===== config.mk =====
export PLATFORM = sky130hd
export DESIGN_NAME = fqbp_lane
export DESIGN_NICKNAME = d
export VERILOG_FILES = /design/src/fqbp_pkg.sv /design/src/fqbp_lane.sv
export SDC_FILE = /design/constraint.sdc
export NUM_CORES = 2
export LEC_CHECK = 0
export BUFFER_PORTS_ARGS = -buffer_cell sky130_fd_sc_hd__buf_4
export CAP_MARGIN = 20
export CORE_ASPECT_RATIO = 1.1
export CORE_MARGIN = 10
export CORE_UTILIZATION = 55
export DETAILED_ROUTE_END_ITERATION = 6
export GPL_TIMING_DRIVEN = 0
export HOLD_SLACK_MARGIN = 0.02
export PLACE_DENSITY = 0.75
export SYNTH_ARGS = -nofsm -noshare
export SYNTH_HDL_FRONTEND = slang
export SYNTH_SLANG_ARGS = --single-unit

===== constraint.sdc =====
create_clock -name i_clk -period 22.7 [get_ports i_clk]
set_input_delay 2.27 -clock i_clk [delete_from_list [all_inputs] [get_ports i_clk]]
set_output_delay 2.27 -clock i_clk [all_outputs]
set_load 0.02 [all_outputs]

===== src/fqbp_pkg.sv =====
// ----------------------------------------------------------------------------
// fqbp_pkg
// Shared types, constants and fp32 arithmetic helpers for the quantizer.
// ----------------------------------------------------------------------------
package fqbp_pkg;

    localparam int NUM_LANES = 8;
    localparam int LANE_LAT  = 8;

    localparam logic [1:0] CFG_CODE_DEPTH = 2'd0;
    localparam logic [1:0] CFG_SCALE      = 2'd1;
    localparam logic [1:0] CFG_OFFSET     = 2'd2;
    localparam logic [1:0] CFG_HALF_INPUT = 2'd3;

    localparam logic [31:0] FP_NAN     = 32'h7FC0_0000;
    localparam logic [31:0] FP_HALF    = 32'h3F00_0000;
    localparam logic [30:0] FP_255_MAG = 31'h437F_0000;

    typedef struct packed {
        logic [31:0] scale;
        logic [31:0] offset;
        logic        half;
    } t_lane_cfg;

    typedef struct packed {
        logic        special;
        logic [31:0] spec_val;
        logic        sign;
        logic [8:0]  e;
        logic [27:0] s;
    } t_add_mid;

    typedef struct packed {
        logic               special;
        logic [31:0]        spec_val;
        logic               sign;
        logic signed [11:0] e;
        logic [47:0]        p;
    } t_mul_mid;

    // Widen fp16 bits to fp32 bits exactly
    function automatic logic [31:0] half_to_single(input logic [15:0] h);
        logic [4:0]  ex;
        logic [9:0]  man;
        logic [3:0]  k;
        logic [3:0]  sh;
        logic [10:0] m;
        logic [7:0]  e2;
        ex  = h[14:10];
        man = h[9:0];
        k   = 4'd0;
        for (int i = 0; i < 10; i++) begin
            if (man[i]) k = 4'(i);
        end
        sh = 4'd10 - k;
        m  = {1'b0, man} << sh;
        e2 = 8'd113 - {4'd0, sh};
        if (ex == 5'd31) begin
            return {h[15], 8'hFF, man, 13'd0};
        end else if (ex == 5'd0) begin
            if (man == 10'd0) return {h[15], 31'd0};
            return {h[15], e2, m[9:0], 13'd0};
        end
        return {h[15], ex + 8'd112, man, 13'd0};
    endfunction

    // Add: specials, operand swap, alignment and mantissa add
    function automatic t_add_mid add_pre(input logic [31:0] a, input logic [31:0] b);
        t_add_mid    r;
        logic        nan_a, nan_b, inf_a, inf_b;
        logic [31:0] x, y;
        logic [8:0]  ex, ey, d;
        logic [26:0] mx, my, al, msk;
        logic        st;
        nan_a = (a[30:23] == 8'hFF) && (a[22:0] != 23'd0);
        nan_b = (b[30:23] == 8'hFF) && (b[22:0] != 23'd0);
        inf_a = (a[30:23] == 8'hFF) && (a[22:0] == 23'd0);
        inf_b = (b[30:23] == 8'hFF) && (b[22:0] == 23'd0);
        if (b[30:0] > a[30:0]) begin
            x = b; y = a;
        end else begin
            x = a; y = b;
        end
        ex = (x[30:23] == 8'd0) ? 9'd1 : {1'b0, x[30:23]};
        ey = (y[30:23] == 8'd0) ? 9'd1 : {1'b0, y[30:23]};
        d  = ex - ey;
        mx = {(x[30:23] != 8'd0), x[22:0], 3'b000};
        my = {(y[30:23] != 8'd0), y[22:0], 3'b000};
        if (d >= 9'd27) begin
            al = 27'd0;
            st = |my;
        end else begin
            msk = (27'd1 << d[4:0]) - 27'd1;
            al  = my >> d[4:0];
            st  = |(my & msk);
        end
        al[0] = al[0] | st;
        r.s   = (x[31] == y[31]) ? ({1'b0, mx} + {1'b0, al}) : ({1'b0, mx} - {1'b0, al});
        r.sign = (r.s == 28'd0) ? (x[31] & y[31]) : x[31];
        r.e    = ex;
        r.special  = 1'b1;
        r.spec_val = FP_NAN;
        if (nan_a || nan_b || (inf_a && inf_b && (a[31] != b[31]))) begin
            r.spec_val = FP_NAN;
        end else if (inf_a) begin
            r.spec_val = a;
        end else if (inf_b) begin
            r.spec_val = b;
        end else begin
            r.special = 1'b0;
        end
        return r;
    endfunction

    // Add: normalize and round to nearest even
    function automatic logic [31:0] add_post(input t_add_mid r);
        logic [26:0] m;
        logic [8:0]  e, lim, sh;
        logic [4:0]  lz;
        logic        rnd;
        logic [24:0] mr;
        logic [7:0]  fe;
        if (r.special) return r.spec_val;
        if (r.s == 28'd0) return {r.sign, 31'd0};
        e = r.e;
        if (r.s[27]) begin
            m = {r.s[27:2], r.s[1] | r.s[0]};
            e = e + 9'd1;
        end else begin
            lz = 5'd0;
            for (int i = 0; i < 27; i++) begin
                if (r.s[i]) lz = 5'(26 - i);
            end
            lim = e - 9'd1;
            sh  = ({4'd0, lz} < lim) ? {4'd0, lz} : lim;
            m   = r.s[26:0] << sh;
            e   = e - sh;
        end
        rnd = m[2] & (m[1] | m[0] | m[3]);
        mr  = {1'b0, m[26:3]} + {24'd0, rnd};
        if (mr[24]) begin
            mr = mr >> 1;
            e  = e + 9'd1;
        end
        if (e >= 9'd255) return {r.sign, 8'hFF, 23'd0};
        fe = mr[23] ? e[7:0] : 8'd0;
        return {r.sign, fe, mr[22:0]};
    endfunction

    // Multiply: specials, exponent sum and mantissa product
    function automatic t_mul_mid mul_pre(input logic [31:0] a, input logic [31:0] b);
        t_mul_mid    r;
        logic        nan_a, nan_b, inf_a, inf_b, zero_a, zero_b;
        logic [23:0] ma, mb;
        logic [7:0]  ea, eb;
        nan_a  = (a[30:23] == 8'hFF) && (a[22:0] != 23'd0);
        nan_b  = (b[30:23] == 8'hFF) && (b[22:0] != 23'd0);
        inf_a  = (a[30:23] == 8'hFF) && (a[22:0] == 23'd0);
        inf_b  = (b[30:23] == 8'hFF) && (b[22:0] == 23'd0);
        zero_a = (a[30:0] == 31'd0);
        zero_b = (b[30:0] == 31'd0);
        ea = (a[30:23] == 8'd0) ? 8'd1 : a[30:23];
        eb = (b[30:23] == 8'd0) ? 8'd1 : b[30:23];
        ma = {(a[30:23] != 8'd0), a[22:0]};
        mb = {(b[30:23] != 8'd0), b[22:0]};
        r.sign = a[31] ^ b[31];
        r.e    = $signed({4'd0, ea}) + $signed({4'd0, eb}) - 12'sd127;
        r.p    = {24'd0, ma} * {24'd0, mb};
        r.special  = 1'b1;
        r.spec_val = FP_NAN;
        if (nan_a || nan_b || (inf_a && zero_b) || (inf_b && zero_a)) begin
            r.spec_val = FP_NAN;
        end else if (inf_a || inf_b) begin
            r.spec_val = {r.sign, 8'hFF, 23'd0};
        end else begin
            r.special = 1'b0;
        end
        return r;
    endfunction

    // Multiply: normalize, denormalize when tiny, round to nearest even
    function automatic logic [31:0] mul_post(input t_mul_mid r);
        logic [47:0]        q, msk;
        logic signed [11:0] e, lim, sh, rs;
        logic [5:0]         lz;
        logic               st, rnd;
        logic [24:0]        mr;
        logic [7:0]         fe;
        if (r.special) return r.spec_val;
        if (r.p == 48'd0) return {r.sign, 31'd0};
        q = r.p;
        e = r.e;
        if (q[47]) begin
            q = {1'b0, q[47:2], q[1] | q[0]};
            e = e + 12'sd1;
        end
        lz = 6'd0;
        for (int i = 0; i < 47; i++) begin
            if (q[i]) lz = 6'(46 - i);
        end
        if (e >= 12'sd1) begin
            lim = e - 12'sd1;
            sh  = ($signed({6'd0, lz}) < lim) ? $signed({6'd0, lz}) : lim;
            q   = q << sh[5:0];
            e   = e - sh;
        end else begin
            rs = 12'sd1 - e;
            if (rs >= 12'sd48) begin
                q = {47'd0, |q};
            end else begin
                msk = (48'd1 << rs[5:0]) - 48'd1;
                st  = |(q & msk);
                q   = q >> rs[5:0];
                q[0] = q[0] | st;
            end
            e = 12'sd1;
        end
        rnd = q[22] & ((|q[21:0]) | q[23]);
        mr  = {1'b0, q[46:23]} + {24'd0, rnd};
        if (mr[24]) begin
            mr = mr >> 1;
            e  = e + 12'sd1;
        end
        if (e >= 12'sd255) return {r.sign, 8'hFF, 23'd0};
        fe = mr[23] ? e[7:0] : 8'd0;
        return {r.sign, fe, mr[22:0]};
    endfunction

    // Truncate to an unsigned code, clamp to 0..255
    function automatic logic [7:0] to_code(input logic [31:0] t);
        logic [7:0]  k;
        logic [23:0] m;
        logic [4:0]  sh;
        logic [23:0] v;
        k  = t[30:23] - 8'd127;
        m  = {1'b1, t[22:0]};
        sh = 5'd23 - k[4:0];
        v  = m >> sh;
        if ((t[30:23] == 8'hFF) && (t[22:0] != 23'd0)) return 8'd0;
        if (t[31] || (t[30:0] == 31'd0)) return 8'd0;
        if (t[30:0] >= FP_255_MAG) return 8'hFF;
        if (t[30:23] < 8'd127) return 8'd0;
        return v[7:0];
    endfunction

endpackage


===== src/fqbp_lane.sv =====
// ----------------------------------------------------------------------------
// fqbp_lane
// One quantizer lane: decode, subtract, multiply, add half, truncate.
// ----------------------------------------------------------------------------
module fqbp_lane (
    input  logic                i_clk,
    input  logic [31:0]         i_value,
    input  fqbp_pkg::t_lane_cfg i_cfg,
    output logic [7:0]          o_code
);

    logic [31:0]        r_val;
    fqbp_pkg::t_add_mid r_sub;
    logic [31:0]        r_diff;
    fqbp_pkg::t_mul_mid r_mul;
    logic [31:0]        r_prod;
    fqbp_pkg::t_add_mid r_add;
    logic [31:0]        r_t;
    logic [7:0]         r_code;

    // Advance one stage per cycle; payload only, no reset
    always_ff @(posedge i_clk) begin
        r_val  <= i_cfg.half ? fqbp_pkg::half_to_single(i_value[15:0]) : i_value;
        r_sub  <= fqbp_pkg::add_pre(r_val, {~i_cfg.offset[31], i_cfg.offset[30:0]});
        r_diff <= fqbp_pkg::add_post(r_sub);
        r_mul  <= fqbp_pkg::mul_pre(r_diff, i_cfg.scale);
        r_prod <= fqbp_pkg::mul_post(r_mul);
        r_add  <= fqbp_pkg::add_pre(r_prod, fqbp_pkg::FP_HALF);
        r_t    <= fqbp_pkg::add_post(r_add);
        r_code <= fqbp_pkg::to_code(r_t);
    end

    assign o_code = r_code;

endmodule


[After elaboration in Yosys (flattened, before gate mapping)]
Cells that the tools add are included.
Cells by class
  reductions and logical operators: 65
  bitwise logic cells: 23
  $lt $le $gt $ge: 14
  add/subtract/negate cells: 32
  shifts and indexed selects: 11
  eq/ne operators: 10
  muxes and demuxes: 256
  $mul: 1
Operators with widths (number)
  two-way mux 32 bit: 30
  two-way mux 5 bit: 60
  two-way mux 6 bit: 49
  two-way mux 47 bit: 5
  two-way mux 24 bit: 9
  two-way mux 27 bit: 8
  nonzero test 23 bit: 6
  two-way mux 8 bit: 17
  two-way mux 9 bit: 14
  two-way mux 12 bit: 10
  logical NOT 23 bit: 5
  logical NOT 28 bit: 4
  two-way mux 48 bit: 2
  OR reduction 48 bit: 2
  logical NOT 31 bit: 3
  adder 24 x 1 -> 25 bit: 3
  adder 27 x 27 -> 28 bit: 2
  two-way mux 28 bit: 2
  subtractor 27 x 27 -> 28 bit: 2
  bitwise AND 27 bit: 2
  OR reduction 27 bit: 2
  left shift 1 x 5 -> 27 bit, first input constant: 2
  left shift 27 x 9 -> 27 bit: 2
  >> shifter 27 x 5 -> 27 bit: 2
  60 further kinds: 169
Word-level totals
  flip-flop bits (word level): 368
  word-level logic and storage cells: 433
  output and inout port bits: 8
  input bits: 98

[Logic depth before layout (Yosys ltp)]
  word-level depth: 74
  mapped depth: 53
  mapped depth without buffers: 47

[Least setup slack after synthesis]
OpenSTA, ideal clock, no wires.
  kind: input port to flip-flop
  from: input port i_cfg[13] (netlist bit)
  to: register r_sub[37] (netlist bit)
  required time: 22.579 ns
  arrival: 11.898 ns
  buffers on the path: 6
  path slack: 10.682 ns
  stages on the path: 46
  library setup time: 0.121 ns
  path through: ha_1 nand4_1 or3_1 or4_1 o21a_1 clkbuf_1 o21ai_0 nand2_1 clkbuf_1 clkbuf_1 o21ai_0 nor2_1 and4b_1 nor2b_1 ha_1 inv_1 fa_1 xor2_1 [... 10 more ...] nor2b_1 o21ai_0 a21oi_1 o21ai_0 a21oi_1 nor2_1 o211a_1 o41ai_1 a21oi_1 o211ai_1 a31oi_1 o21ai_0 o221ai_1 xor2_1 a2111o_1 nor4_1 nand4_1 mux2_2
On the way
  longest elaborated chain between the ends: 15
  elaborated cells on any way between the ends: 27
  classes of those cells: 4 x add/sub; 2 x order compare; 1 x eq/ne; 2 x shift; 8 x mux; 3 x bitwise; 7 x reduce/logical
Ends and longest elaborated chain
  start: declaration: line fqbp_lane.sv:8  | input fqbp_pkg::t_lane_cfg i_cfg,
  > comparator 31 bit: line fqbp_pkg.sv:79  | if (b[30:0] > a[30:0]) begin
  two-way mux 32 bit: line fqbp_pkg.sv:79
  logical NOT 8 bit (on tied branches): line fqbp_pkg.sv:84, fqbp_pkg.sv:85
  two-way mux 8 bit (on tied branches): line fqbp_pkg.sv:84, fqbp_pkg.sv:85
  subtractor 8 x 8 -> 9 bit: line fqbp_pkg.sv:86  | d = ex - ey;
  left shift 1 x 5 -> 27 bit: line fqbp_pkg.sv:93  | msk = (27'd1 << d[4:0]) - 27'd1;
  subtractor 27 x 1 -> 27 bit: line fqbp_pkg.sv:93
  bitwise AND 27 bit: line fqbp_pkg.sv:95  | st = |(my & msk);
  OR reduction 27 bit: line fqbp_pkg.sv:95
  two-way mux 1 bit: line fqbp_pkg.sv:89  | if (d >= 9'd27) begin
  OR 1 bit: line fqbp_pkg.sv:97  | al[0] = al[0] | st;
  subtractor 27 x 27 -> 28 bit / adder 27 x 27 -> 28 bit (equally long branches): line fqbp_pkg.sv:98  | r.s = (x[31] == y[31]) ? ({1'b0, mx} + {1'b0, al}) : ({1'b0, mx} - {1'b0, al});
  two-way mux 28 bit: line fqbp_pkg.sv:98
  logical NOT 28 bit: line fqbp_pkg.sv:99  | r.sign = (r.s == 28'd0) ? (x[31] & y[31]) : x[31];
  two-way mux 1 bit *: line fqbp_pkg.sv:99
  end signal: assignment: line fqbp_lane.sv:24  | r_sub <= fqbp_pkg::add_pre(r_val, {~i_cfg.offset[31], i_cfg.offset[30:0]});
  end: declaration: line fqbp_lane.sv:13  | fqbp_pkg::t_add_mid r_sub;
Mark *: on every way between the ends. The rest lies on a longest branch, timed or not.
A chain may end at the register's enable or synchronous reset.

[Final worst setup path]
Same ends and word-level chain as after synthesis.

==> flow_summary.yaml <==
sta:
  slew_headroom_pct: 17.94
  setup-tns-final_ps: 0
  drv_slew: 0
  timing.fmax_ghz: 0.06653
  period_needed_ps: 15030
  grt_setup_unrepaired: "false"
  setup_viol: 0
  hold_viol: 0
  fin_skew_ps: 26.17
  worst_pin_slew_ps: 1197
  post-route-period-util_pct: 66.21
global_route:
  grt_pass1_vias: 62865
  grt_first_pass_wirelength_um: 386900
  antenna_found_initial: 9
  grt-ovfl-total: 0
  track_usage_pct: 40.40
  grt_max_degree: 16
clocking:
  cts_resized: 0
  clock_latency_ps: 610
  htreeDepth: 2
  ctsHoldBuffers: 0
  max-clock-path-buffers: 3
  numCtsBuffers: 41
  clk_pin_slew_ps: 60
  cts.sinks: 338
  root_buffer: "clkbuf_16"
  postCtsSetupBuffers: 0
  cts_tree: "built"
routing:
  num_vias: 64727
  wl_met2_um: 113700
  routed.top_layer: "met5"
  wl_met1_um: 93930
  drt_iter0_markers: 8219
  routed_via_density: 6.761
  drt_pass1_iterations: 7
  wl_per_cell_um: 27.00
  wirelength_um: 258500
  drcViolationCount: 0
  route.met3.wl_um: 29400
  final_antenna_net_count: 0
critical_path:
  slowest_delay_ps: 840
  crit_slowest_cell: "a211oi_1"
  rr_worst_depth: 47
  crit_type: "input port to flop"
  worstPathArrival_ps: 15530
  cp_common_cell: "o21ai_0"
  crit_required_ps: 23200
  path_max_fanout: 10
  startpoint_type: "input port"
  end_kind: "flop"
floorplanning:
  rows: 127
  die_h_um: 366.4
  die_w_um: 334.9
  coreArea_mm2: 0.1087
  ios: 106
  die-area_mm2: 0.1227
  start_util_pct: 55.19
placed_design:
  portBuffers: 98
  dp_hpwl_um: 205100
  place_congestion: 1.095
synthesis:
  synthTopCellsByArea: "fa_1 16%, dfxtp_1 11%, ha_1 8.3%"
  synth-seq-cells: 338
  synth-async-reset-ratio_pct: 0
  synth_edf_count: 0
  netlist_instances: 7892
  syn_avg_cell_area_um2: 7.601
  synthDistinctLibCells: 124
  syn-cell-area_mm2: 0.05999
  yosysWarningCount: 0
  yosys.area.top_type: "fa_1"
  yosysTopAreaCellShare_pct: 16.35
  yosysSeqAreaShare_pct: 11.28
  synthFlopType: "dfxtp_1"
job:
  cap_violations: 0
final_layout:
  syn2layout_area_growth_pct: 7.286
  nNetsFinal: 9106
  final_cell_mix: "1,029 x nand2_1, 766 x inv_1, 545 x nor2_1"
  drive_gt1_share_pct: 6.366
  layout_commonest_cell: "nand2_1"
run_status:
  status: "finished, final reports clean"
worst_hold_path:
  hp-class: "flop to flop"
  hold_depth: 2
synth_stat cells (214+ instances only):
| cell | n |
|---|---|
| nor2_1 | 545 |
| inv_1 | 766 |
| dfxtp_1 | 338 |
| and2_1 | 246 |
| nor3_1 | 214 |
| clkbuf_1 | 361 |
| fa_1 | 490 |
| o21ai_0 | 391 |
| a21oi_1 | 454 |
| ha_1 | 398 |
| nand2_1 | 1029 |
| mux2i_1 | 312 |
worst paths after layout:
| check | from | to | slack [ps] |
|---|---|---|---|
| worst max-delay path | i_cfg[13] | r_sub[37] | 7670 |
| worst min-delay path | r_sub[40] | r_diff[2] | 440 |
| worst max register to register | r_val[12] | r_sub[37] | 8800 |
| worst min register to register | r_sub[40] | r_diff[2] | 440 |
kinds of logic after synthesis:
kind of cell,Yosys count,synth area share [%]
adder cells (fa/ha/maj),889,24.67
flip-flops,338,11.28
other,2,0.01252
buffers and inverters,1241,8.114
AO/OA/AOI/OAI,1897,21.06
AND/OR/NAND/NOR,2830,22.74
XOR/XNOR,253,3.707
multiplexers,442,8.412
critical path, delay by kind of cell:
family / cells / cell delay (ps)
adders and majority gates: 4 / 1410
xor gates and xnor gates: 2 / 700
buffers and inverters: 8 / 2940
and+or+nand+nor: 12 / 2620
AOI/OAI and AO/OA: 20 / 5210
muxes: 1 / 340
state kept, by name (all words and copies together) (netlist names):
signal,cells
r_add,70
r_diff,32
r_prod,32
o_code,8
r_sub,70
r_t,32
r_val,32
r_mul,62
layout make-up:
class                           instances  area [µm²]
Multi-Input combinational cell       6374       48630
Fill cell                           10152       44330
Sequential cell                       338        6766
Inverter                              776        2913
Buffer                                465        1954
Tap cell                             1419        1775
Clock buffer                           49        1107
Timing Repair Buffer                  124       910.9
Clock inverter                         27       294.0
Antenna cell                            2       5.005
routing by layer:
layer,up-vias,track usage (%)
li1,28042,-
met1,30913,48.27
met2,4485,63.91
met3,1285,10.40
met4,2,26.28
met5,-,0
per-stage QoR:
stage	cells	hold WS, ps	worst slack, ps	cell area, µm²	util (%)
after CTS	9565	442.5	8144	64300	59.16
after floorplan	7953	396.0	10680	60210	-
after global routing	9572	465.4	6985	64350	59.21
after detailed placement	9489	423.8	7510	62900	57.87
final	9574	438.1	7669	64360	59.21
after global placement	9470	408.6	7567	62730	57.71
Power is left out: the tool's default activity adds up to more than one toggle a clock period on the data nets, which glitch-free logic cannot reach.
