**config.mk**
```make
export PLATFORM = sky130hd
export DESIGN_NAME = fqbp_merge
export DESIGN_NICKNAME = d
export VERILOG_FILES = /design/src/fqbp_pkg.sv /design/src/fqbp_merge.sv
export SDC_FILE = /design/constraint.sdc
export NUM_CORES = 1
export LEC_CHECK = 0
export ABC_AREA = 1
export BUFFER_PORTS_ARGS = -buffer_cell sky130_fd_sc_hd__buf_2
export CELL_PAD_IN_SITES_DETAIL_PLACEMENT = 1
export CELL_PAD_IN_SITES_GLOBAL_PLACEMENT = 1
export CORE_MARGIN = 1.5
export CORE_UTILIZATION = 40
export DETAILED_ROUTE_END_ITERATION = 12
export PLACE_DENSITY = 0.78
export SETUP_SLACK_MARGIN = 0.3
export SYNTH_ARGS = -nofsm -noshare
export SYNTH_HDL_FRONTEND = slang
export SYNTH_SLANG_ARGS = --single-unit
```
**constraint.sdc**
```tcl
create_clock -name i_clk -period 9 [get_ports i_clk]
set_input_delay 1.8 -clock i_clk [delete_from_list [all_inputs] [get_ports i_clk]]
set_output_delay 1.8 -clock i_clk [all_outputs]
set_load 0.01 [all_outputs]
```
**src/fqbp_pkg.sv**
```systemverilog
// ----------------------------------------------------------------------------
// fqbp_pkg
// Shared types, constants and fp32 arithmetic helpers for the quantizer.
// ----------------------------------------------------------------------------
package fqbp_pkg;

    localparam int NUM_LANES = 8;
    localparam int LANE_LAT  = 8;

    localparam logic [1:0] CFG_CODE_DEPTH = 2'd0;
    localparam logic [1:0] CFG_SCALE      = 2'd1;
    localparam logic [1:0] CFG_OFFSET     = 2'd2;
    localparam logic [1:0] CFG_HALF_INPUT = 2'd3;

    localparam logic [31:0] FP_NAN     = 32'h7FC0_0000;
    localparam logic [31:0] FP_HALF    = 32'h3F00_0000;
    localparam logic [30:0] FP_255_MAG = 31'h437F_0000;

    typedef struct packed {
        logic [31:0] scale;
        logic [31:0] offset;
        logic        half;
    } t_lane_cfg;

    typedef struct packed {
        logic        special;
        logic [31:0] spec_val;
        logic        sign;
        logic [8:0]  e;
        logic [27:0] s;
    } t_add_mid;

    typedef struct packed {
        logic               special;
        logic [31:0]        spec_val;
        logic               sign;
        logic signed [11:0] e;
        logic [47:0]        p;
    } t_mul_mid;

    // Widen fp16 bits to fp32 bits exactly
    function automatic logic [31:0] half_to_single(input logic [15:0] h);
        logic [4:0]  ex;
        logic [9:0]  man;
        logic [3:0]  k;
        logic [3:0]  sh;
        logic [10:0] m;
        logic [7:0]  e2;
        ex  = h[14:10];
        man = h[9:0];
        k   = 4'd0;
        for (int i = 0; i < 10; i++) begin
            if (man[i]) k = 4'(i);
        end
        sh = 4'd10 - k;
        m  = {1'b0, man} << sh;
        e2 = 8'd113 - {4'd0, sh};
        if (ex == 5'd31) begin
            return {h[15], 8'hFF, man, 13'd0};
        end else if (ex == 5'd0) begin
            if (man == 10'd0) return {h[15], 31'd0};
            return {h[15], e2, m[9:0], 13'd0};
        end
        return {h[15], ex + 8'd112, man, 13'd0};
    endfunction

    // Add: specials, operand swap, alignment and mantissa add
    function automatic t_add_mid add_pre(input logic [31:0] a, input logic [31:0] b);
        t_add_mid    r;
        logic        nan_a, nan_b, inf_a, inf_b;
        logic [31:0] x, y;
        logic [8:0]  ex, ey, d;
        logic [26:0] mx, my, al, msk;
        logic        st;
        nan_a = (a[30:23] == 8'hFF) && (a[22:0] != 23'd0);
        nan_b = (b[30:23] == 8'hFF) && (b[22:0] != 23'd0);
        inf_a = (a[30:23] == 8'hFF) && (a[22:0] == 23'd0);
        inf_b = (b[30:23] == 8'hFF) && (b[22:0] == 23'd0);
        if (b[30:0] > a[30:0]) begin
            x = b; y = a;
        end else begin
            x = a; y = b;
        end
        ex = (x[30:23] == 8'd0) ? 9'd1 : {1'b0, x[30:23]};
        ey = (y[30:23] == 8'd0) ? 9'd1 : {1'b0, y[30:23]};
        d  = ex - ey;
        mx = {(x[30:23] != 8'd0), x[22:0], 3'b000};
        my = {(y[30:23] != 8'd0), y[22:0], 3'b000};
        if (d >= 9'd27) begin
            al = 27'd0;
            st = |my;
        end else begin
            msk = (27'd1 << d[4:0]) - 27'd1;
            al  = my >> d[4:0];
            st  = |(my & msk);
        end
        al[0] = al[0] | st;
        r.s   = (x[31] == y[31]) ? ({1'b0, mx} + {1'b0, al}) : ({1'b0, mx} - {1'b0, al});
        r.sign = (r.s == 28'd0) ? (x[31] & y[31]) : x[31];
        r.e    = ex;
        r.special  = 1'b1;
        r.spec_val = FP_NAN;
        if (nan_a || nan_b || (inf_a && inf_b && (a[31] != b[31]))) begin
            r.spec_val = FP_NAN;
        end else if (inf_a) begin
            r.spec_val = a;
        end else if (inf_b) begin
            r.spec_val = b;
        end else begin
            r.special = 1'b0;
        end
        return r;
    endfunction

    // Add: normalize and round to nearest even
    function automatic logic [31:0] add_post(input t_add_mid r);
        logic [26:0] m;
        logic [8:0]  e, lim, sh;
        logic [4:0]  lz;
        logic        rnd;
        logic [24:0] mr;
        logic [7:0]  fe;
        if (r.special) return r.spec_val;
        if (r.s == 28'd0) return {r.sign, 31'd0};
        e = r.e;
        if (r.s[27]) begin
            m = {r.s[27:2], r.s[1] | r.s[0]};
            e = e + 9'd1;
        end else begin
            lz = 5'd0;
            for (int i = 0; i < 27; i++) begin
                if (r.s[i]) lz = 5'(26 - i);
            end
            lim = e - 9'd1;
            sh  = ({4'd0, lz} < lim) ? {4'd0, lz} : lim;
            m   = r.s[26:0] << sh;
            e   = e - sh;
        end
        rnd = m[2] & (m[1] | m[0] | m[3]);
        mr  = {1'b0, m[26:3]} + {24'd0, rnd};
        if (mr[24]) begin
            mr = mr >> 1;
            e  = e + 9'd1;
        end
        if (e >= 9'd255) return {r.sign, 8'hFF, 23'd0};
        fe = mr[23] ? e[7:0] : 8'd0;
        return {r.sign, fe, mr[22:0]};
    endfunction

    // Multiply: specials, exponent sum and mantissa product
    function automatic t_mul_mid mul_pre(input logic [31:0] a, input logic [31:0] b);
        t_mul_mid    r;
        logic        nan_a, nan_b, inf_a, inf_b, zero_a, zero_b;
        logic [23:0] ma, mb;
        logic [7:0]  ea, eb;
        nan_a  = (a[30:23] == 8'hFF) && (a[22:0] != 23'd0);
        nan_b  = (b[30:23] == 8'hFF) && (b[22:0] != 23'd0);
        inf_a  = (a[30:23] == 8'hFF) && (a[22:0] == 23'd0);
        inf_b  = (b[30:23] == 8'hFF) && (b[22:0] == 23'd0);
        zero_a = (a[30:0] == 31'd0);
        zero_b = (b[30:0] == 31'd0);
        ea = (a[30:23] == 8'd0) ? 8'd1 : a[30:23];
        eb = (b[30:23] == 8'd0) ? 8'd1 : b[30:23];
        ma = {(a[30:23] != 8'd0), a[22:0]};
        mb = {(b[30:23] != 8'd0), b[22:0]};
        r.sign = a[31] ^ b[31];
        r.e    = $signed({4'd0, ea}) + $signed({4'd0, eb}) - 12'sd127;
        r.p    = {24'd0, ma} * {24'd0, mb};
        r.special  = 1'b1;
        r.spec_val = FP_NAN;
        if (nan_a || nan_b || (inf_a && zero_b) || (inf_b && zero_a)) begin
            r.spec_val = FP_NAN;
        end else if (inf_a || inf_b) begin
            r.spec_val = {r.sign, 8'hFF, 23'd0};
        end else begin
            r.special = 1'b0;
        end
        return r;
    endfunction

    // Multiply: normalize, denormalize when tiny, round to nearest even
    function automatic logic [31:0] mul_post(input t_mul_mid r);
        logic [47:0]        q, msk;
        logic signed [11:0] e, lim, sh, rs;
        logic [5:0]         lz;
        logic               st, rnd;
        logic [24:0]        mr;
        logic [7:0]         fe;
        if (r.special) return r.spec_val;
        if (r.p == 48'd0) return {r.sign, 31'd0};
        q = r.p;
        e = r.e;
        if (q[47]) begin
            q = {1'b0, q[47:2], q[1] | q[0]};
            e = e + 12'sd1;
        end
        lz = 6'd0;
        for (int i = 0; i < 47; i++) begin
            if (q[i]) lz = 6'(46 - i);
        end
        if (e >= 12'sd1) begin
            lim = e - 12'sd1;
            sh  = ($signed({6'd0, lz}) < lim) ? $signed({6'd0, lz}) : lim;
            q   = q << sh[5:0];
            e   = e - sh;
        end else begin
            rs = 12'sd1 - e;
            if (rs >= 12'sd48) begin
                q = {47'd0, |q};
            end else begin
                msk = (48'd1 << rs[5:0]) - 48'd1;
                st  = |(q & msk);
                q   = q >> rs[5:0];
                q[0] = q[0] | st;
            end
            e = 12'sd1;
        end
        rnd = q[22] & ((|q[21:0]) | q[23]);
        mr  = {1'b0, q[46:23]} + {24'd0, rnd};
        if (mr[24]) begin
            mr = mr >> 1;
            e  = e + 12'sd1;
        end
        if (e >= 12'sd255) return {r.sign, 8'hFF, 23'd0};
        fe = mr[23] ? e[7:0] : 8'd0;
        return {r.sign, fe, mr[22:0]};
    endfunction

    // Truncate to an unsigned code, clamp to 0..255
    function automatic logic [7:0] to_code(input logic [31:0] t);
        logic [7:0]  k;
        logic [23:0] m;
        logic [4:0]  sh;
        logic [23:0] v;
        k  = t[30:23] - 8'd127;
        m  = {1'b1, t[22:0]};
        sh = 5'd23 - k[4:0];
        v  = m >> sh;
        if ((t[30:23] == 8'hFF) && (t[22:0] != 23'd0)) return 8'd0;
        if (t[31] || (t[30:0] == 31'd0)) return 8'd0;
        if (t[30:0] >= FP_255_MAG) return 8'hFF;
        if (t[30:23] < 8'd127) return 8'd0;
        return v[7:0];
    endfunction

endpackage

```
**src/fqbp_merge.sv**
```systemverilog
// ----------------------------------------------------------------------------
// fqbp_merge
// Pack lane codes, update running sums, hold the result transaction.
// ----------------------------------------------------------------------------
module fqbp_merge (
    input  logic       i_clk,
    input  logic       i_rst_n,
    input  logic       i_vld,
    input  logic       i_last,
    input  logic [7:0] i_codes [fqbp_pkg::NUM_LANES],
    input  logic [3:0] i_depth,
    input  logic       i_ready,
    output logic       o_valid,
    output logic [127:0] o_data,
    output logic       o_last
);

    logic [3:0]   w_depth;
    logic [7:0]   w_mask;
    logic [63:0]  w_packed;
    logic [10:0]  w_sum;
    logic [18:0]  w_sq;
    logic [31:0]  w_acc_sum, w_acc_sq;
    logic         r_valid, r_last;
    logic [127:0] r_data;
    logic [31:0]  r_acc_sum, r_acc_sq;

    // Clamp depth, pack codes and compute the running sums
    always_comb begin
        w_depth = (i_depth < 4'd4) ? 4'd4 : ((i_depth > 4'd8) ? 4'd8 : i_depth);
        w_mask  = 8'((9'd1 << w_depth) - 9'd1);
        w_packed = 64'd0;
        w_sum    = 11'd0;
        w_sq     = 19'd0;
        for (int i = 0; i < fqbp_pkg::NUM_LANES; i++) begin
            w_packed = w_packed | ({56'd0, i_codes[i] & w_mask} << (6'(i) * {2'd0, w_depth}));
            w_sum    = w_sum + {3'd0, i_codes[i]};
            w_sq     = w_sq + {3'd0, 16'({8'd0, i_codes[i]} * {8'd0, i_codes[i]})};
        end
        w_acc_sum = r_acc_sum + {21'd0, w_sum};
        w_acc_sq  = r_acc_sq + {13'd0, w_sq};
    end

    // Hold result until taken; clear sums after the last group
    always_ff @(posedge i_clk) begin
        if (!i_rst_n) begin
            r_valid   <= 1'b0;
            r_last    <= 1'b0;
            r_acc_sum <= 32'd0;
            r_acc_sq  <= 32'd0;
        end else begin
            if (r_valid && i_ready) r_valid <= 1'b0;
            if (i_vld) begin
                r_valid   <= 1'b1;
                r_last    <= i_last;
                r_acc_sum <= i_last ? 32'd0 : w_acc_sum;
                r_acc_sq  <= i_last ? 32'd0 : w_acc_sq;
            end
        end
    end

    always_ff @(posedge i_clk) begin
        if (i_vld) r_data <= {w_acc_sq, w_acc_sum, w_packed};
    end

    assign o_valid = r_valid;
    assign o_data  = r_data;
    assign o_last  = r_last;

endmodule

```
-- Yosys cells after proc, flatten, opt, wreduce, memory -nomap -nowiden
Index checks and enable logic that the tools add are counted.
- word-level logic and storage cells: 67
- bits in latches: 0
- output and inout port bits: 130
- RAM bits: 0
- register bits: 194
- bits in read-only memories: 0
- memories: 0
- equality and inequality tests: 0
- reductions and logical operators: 2
- $mul: 12
- bitwise gates (word level): 15
- add/subtract/negate cells: 17
- mux-type cells: 6
- div/mod/pow operators: 0
- $lt $le $gt $ge: 2
- shift-type cells: 8
- operators with widths (operator ; number):
    bitwise OR 64 bit ; 6
    left shift 8 x 6 -> 64 bit ; 5
    multiplier 8 x 8 -> 16 bit ; 8
    adder 19 x 16 -> 19 bit ; 4
    bitwise AND 8 bit ; 8
    2-to-1 mux 32 bit ; 2
    bitwise OR 8 x 64 -> 64 bit ; 1
    left shift 8 x 4 -> 64 bit ; 1
    left shift 8 x 5 -> 64 bit ; 1
    adder 11 x 8 -> 11 bit ; 4
    adder 32 x 11 -> 32 bit ; 1
    adder 32 x 19 -> 32 bit ; 1
    adder 18 x 16 -> 19 bit ; 1
    adder 17 x 16 -> 18 bit ; 1
    adder 16 x 16 -> 17 bit ; 1
    multiplier 3 x 4 -> 6 bit, first input constant ; 2
    adder 10 x 8 -> 11 bit ; 1
    adder 9 x 8 -> 10 bit ; 1
    adder 8 x 8 -> 9 bit ; 1
    2-to-1 mux 4 bit ; 2
    left shift 1 x 4 -> 8 bit, first input constant ; 1
    subtractor 8 x 1 -> 8 bit, second input constant ; 1
    multiplier 2 x 4 -> 6 bit, first input constant ; 1
    multiplier 2 x 4 -> 5 bit, first input constant ; 1
    other kinds (5) ; 6

-- Depth between registers and ports, before layout
- word-level depth: 14
- gate-level depth with buffers: 35

-- Worst setup path after synthesis
OpenSTA, ideal clock, no wires.
- path type: in2reg
- start point: input i_codes[21] (netlist bit)
- end point: register r_data[115] (netlist: o_data[115]) (data pin)
- setup time: 0.255 ns
- arrival: 8.593 ns
- cell stages on the path: 30
- setup slack: 0.153 ns
- path buffers: 1
- cells stage by stage: clkbuf_1 nand2_1 fa_1 fa_1 inv_1 fa_1 inv_1 fa_1 inv_1 fa_1 fa_1 fa_1 inv_1 fa_1 inv_1 fa_1 inv_1 fa_1 inv_1 ha_1 nand2_1 inv_1 nand2_1 nand2_1 inv_1 o21bai_1 nand3_1 nand2_1 nand2_1 and2_1
- word-level cells in the longest chain between the ends: 5
- ends and longest elaborated chain (element ; line ; RTL):
    start, declared ; fqbp_merge.sv:10 ; input logic [7:0] i_codes [fqbp_pkg::NUM_LANES],
    multiplier 8 x 8 -> 16 bit ; fqbp_merge.sv:38 ; w_sq = w_sq + {3'd0, 16'({8'd0, i_codes[i]} * {8'd0, i_codes[i]})};
    adder 19 x 16 -> 19 bit (3 in a row) ; fqbp_merge.sv:38 ;
    adder 32 x 19 -> 32 bit ; fqbp_merge.sv:41 ; w_acc_sq = r_acc_sq + {13'd0, w_sq};
    via w_acc_sq[19] ; fqbp_merge.sv:23 ; logic [31:0] w_acc_sum, w_acc_sq;
    end signal, assigned ; fqbp_merge.sv:63 ; if (i_vld) r_data <= {w_acc_sq, w_acc_sum, w_packed};
    end, declared ; fqbp_merge.sv:25 ; logic [127:0] r_data;
The timed path passes the listed nets, and every way through them passes these cells.
A chain may end at the register's enable or synchronous reset.

-- Worst setup path in the final report
- start point: input i_codes[7] (netlist bit)
- end point: register r_acc_sq[18]
- word-level cells in the longest chain between the ends: 4
- ends and longest elaborated chain (element ; line ; RTL):
    multiplier 8 x 8 -> 16 bit ; fqbp_merge.sv:38 ;
    adder 19 x 16 -> 19 bit ; fqbp_merge.sv:38 ;
    adder 32 x 19 -> 32 bit ; fqbp_merge.sv:41 ;
    via w_acc_sq[18] ; fqbp_merge.sv:23 ;
    2-to-1 mux 32 bit ; fqbp_merge.sv:57 ; r_acc_sq <= i_last ? 32'd0 : w_acc_sq;
    end signal, assigned ; fqbp_merge.sv:57 ;
    end, declared ; fqbp_merge.sv:26 ; logic [31:0] r_acc_sum, r_acc_sq;
The timed path passes the listed nets, and every way through them passes these cells.

==> results.json <==
{
  "nets": 4991,
  "synth-seq-cells": 194,
  "drv_slew": 0,
  "finalHoldViolCount": 0,
  "die_y_um": 279.9,
  "num_rows": 101,
  "cts_sinks": 194,
  "cts_tree": "built",
  "grt_pass1_vias": 30560,
  "grt-ovfl-total": 0,
  "drt_iter0_markers": 2221,
  "period_needed_ns": 8.781,
  "antenna_found_initial": 12,
  "layout.area.seq_um2": 5165,
  "synth_cell_type_count": 50,
  "setup_viol": 0,
  "synth_edf_count": 128,
  "rsz0062_at_grt": "true",
  "drt_wl_total_um": 121800,
  "hold_class": "reg -> reg",
  "htreeDepth": 4,
  "grt_pass1_wl_um": 182500,
  "area_growth_syn_to_layout_pct": 16.97,
  "crit_path_start_kind": "input pin",
  "cts_buffers": 17,
  "fillers": 9248,
  "die_w_um": 279.9,
  "gp_congestion": 0.9662,
  "multi_input_area_um2": 22060,
  "status": "completed",
  "period_share_pct": 97.57,
  "dp.cells": 5208,
  "critical_path_required_ns": 9.35,
  "vias": 28360,
  "ios": 203,
  "wire_per_inst_um": 23.16,
  "synth_area_um2": 30660,
  "synthArstFlopShare_pct": 0,
  "antenna_left": 0,
  "cpPeakStageDelay_ns": 0.60,
  "arrival_ns": 9.13,
  "syn_area_per_cell_um2": 7.838,
  "post-place-ws_ns": -0.4294,
  "clk_latency_ns": 0.52,
  "core_area_um2": 75950,
  "dieArea_um2": 78320,
  "ys_warn_count": 0,
  "grt_max_degree": 85,
  "fin_cells": 5261,
  "final_common_cell": "inv_1",
  "fin_ws_ns": 0.2185,
  "ys_top_cells_by_area": "fa_1, edfxtp_1, inv_1",
  "drc": 0,
  "hpwlAfterDp_um": 98400,
  "cpLargestDelayFamily": "adder cells",
  "finalClockSkew_ns": 0.02599,
  "tns_ns": 0,
  "synth_cells": 3912,
  "clk_path_buf_depth": 2,
  "worstSetupPathType": "in -> reg",
  "crit_slowest_cell": "fa_1",
  "fmax_mhz": 113.9,
  "path_clk_slew_ns": 0.09,
  "yosys.area.top_type": "fa_1",
  "drv_cap": 0,
  "relSlewSlack_pct": 31.77,
  "start_util_pct": 40.37,
  "portBuffers": 202,
  "clockRootBuffer": "clkbuf_16",
  "first_pass_iters": 6,
  "post-synth-top-area-fraction_pct": 31.21,
  "end_kind": "register",
  "vias_per_cell": 5.391,
  "crit_buf_inv": 10,
  "worstMarginPinSlew_ns": 1.011,
  "crit_top_cell": "fa_1",
  "yosys_most_used_dff": "edfxtp_1",
  "yosysSeqAreaShare_pct": 16.84,
  "mostFrequentLayoutCells": "inv_1, nand2_1, fa_1",
  "grt_usage_pct": 31.11,
  "path_max_fanout": 5,
  "layout-drive-gt1-share_pct": 17.29
}
flip-flops by register name, summed over array words and instances (netlist names):
signal	cells
r_acc_sq	32
o_valid	1
r_acc_sum	32
o_data	128
o_last	1
per-stage QoR:
step	hold WS [ns]	cell area (µm²)	util [%]
global placement	0.4549	34190	45.02
floorplan	0.4453	30740	-
CTS	0.4783	34980	46.06
finish	0.4761	35870	47.22
global route	0.4981	35860	47.22
detailed placement	0.4646	34190	45.02
cell usage after synthesis (7+ instances only):
cell type,count
a21oi_1,127
and2_1,17
buf_1,26
buf_2,19
buf_6,8
clkbuf_1,128
dfxtp_1,66
edfxtp_1,128
fa_1,478
ha_1,226
inv_1,898
inv_2,8
nand2_1,886
nand2_2,11
nand3_1,355
nand3b_1,7
nand4_1,125
nor2_1,169
nor3_1,17
o211ai_1,9
o21ai_0,59
o21ai_1,13
o21ai_2,8
or2_2,13
xnor2_1,12
xor2_1,40
path summary, 6_finish.rpt:
kind | from | end | slack, ns | cells past startpoint
setup / recovery | i_codes[7] | r_acc_sq[18]$_SDFFE_PN0P_ | 0.22 | 31
hold / removal | o_valid$_SDFFE_PN0P_ | o_valid$_SDFFE_PN0P_ | 0.48 | 2
setup reg to reg | r_acc_sq[5]$_SDFFE_PN0P_ | r_acc_sq[18]$_SDFFE_PN0P_ | 3.38 | 23
hold reg to reg | o_valid$_SDFFE_PN0P_ | o_valid$_SDFFE_PN0P_ | 0.48 | 2
tightest hold or removal path: stages (launching register included):
cell	delay, ns
dfxtp_1	0.33
nand2_1	0.06
a21oi_1	0.05
timing repair:
action,in CTS,in global routing
setup buffers,1,16
pin swaps,9,102
hold buffers,0,0
resized for setup,46,254
setup endpoints to repair,40,46
metal layers:
| layer | track usage, % | vias to the layer above | share of wire (%) |
|---|---|---|---|
| li1 | - | 12580 | - |
| met1 | 38.72 | 14400 | 39 |
| met2 | 52.90 | 1051 | 49 |
| met3 | 5.046 | 314 | 6.3 |
| met4 | 14.18 | 14 | 5.1 |
| met5 | 0 | - | 0.074 |
kinds of logic after synthesis:
kind of cell,share of synthesized area (%)
compound gates,4.505
xor+xnor,1.485
fa+ha+maj,40.43
buf+inv,13.68
flops,16.84
mux,0.06529
other cells,0.01223
simple gates,22.98
layout make-up:
cell class	instances	share of cell area [%]
clock inverter	15	0.4989
clock buffer	17	1.186
sequential	194	14.40
multi-input combinational	2628	61.50
antenna	4	0.02791
tap	1030	3.593
inverter	908	9.503
timing repair buffer	465	9.290
Power is left out: the tool's default activity adds up to more than one toggle a clock period on the data nets, which glitch-free logic cannot reach.
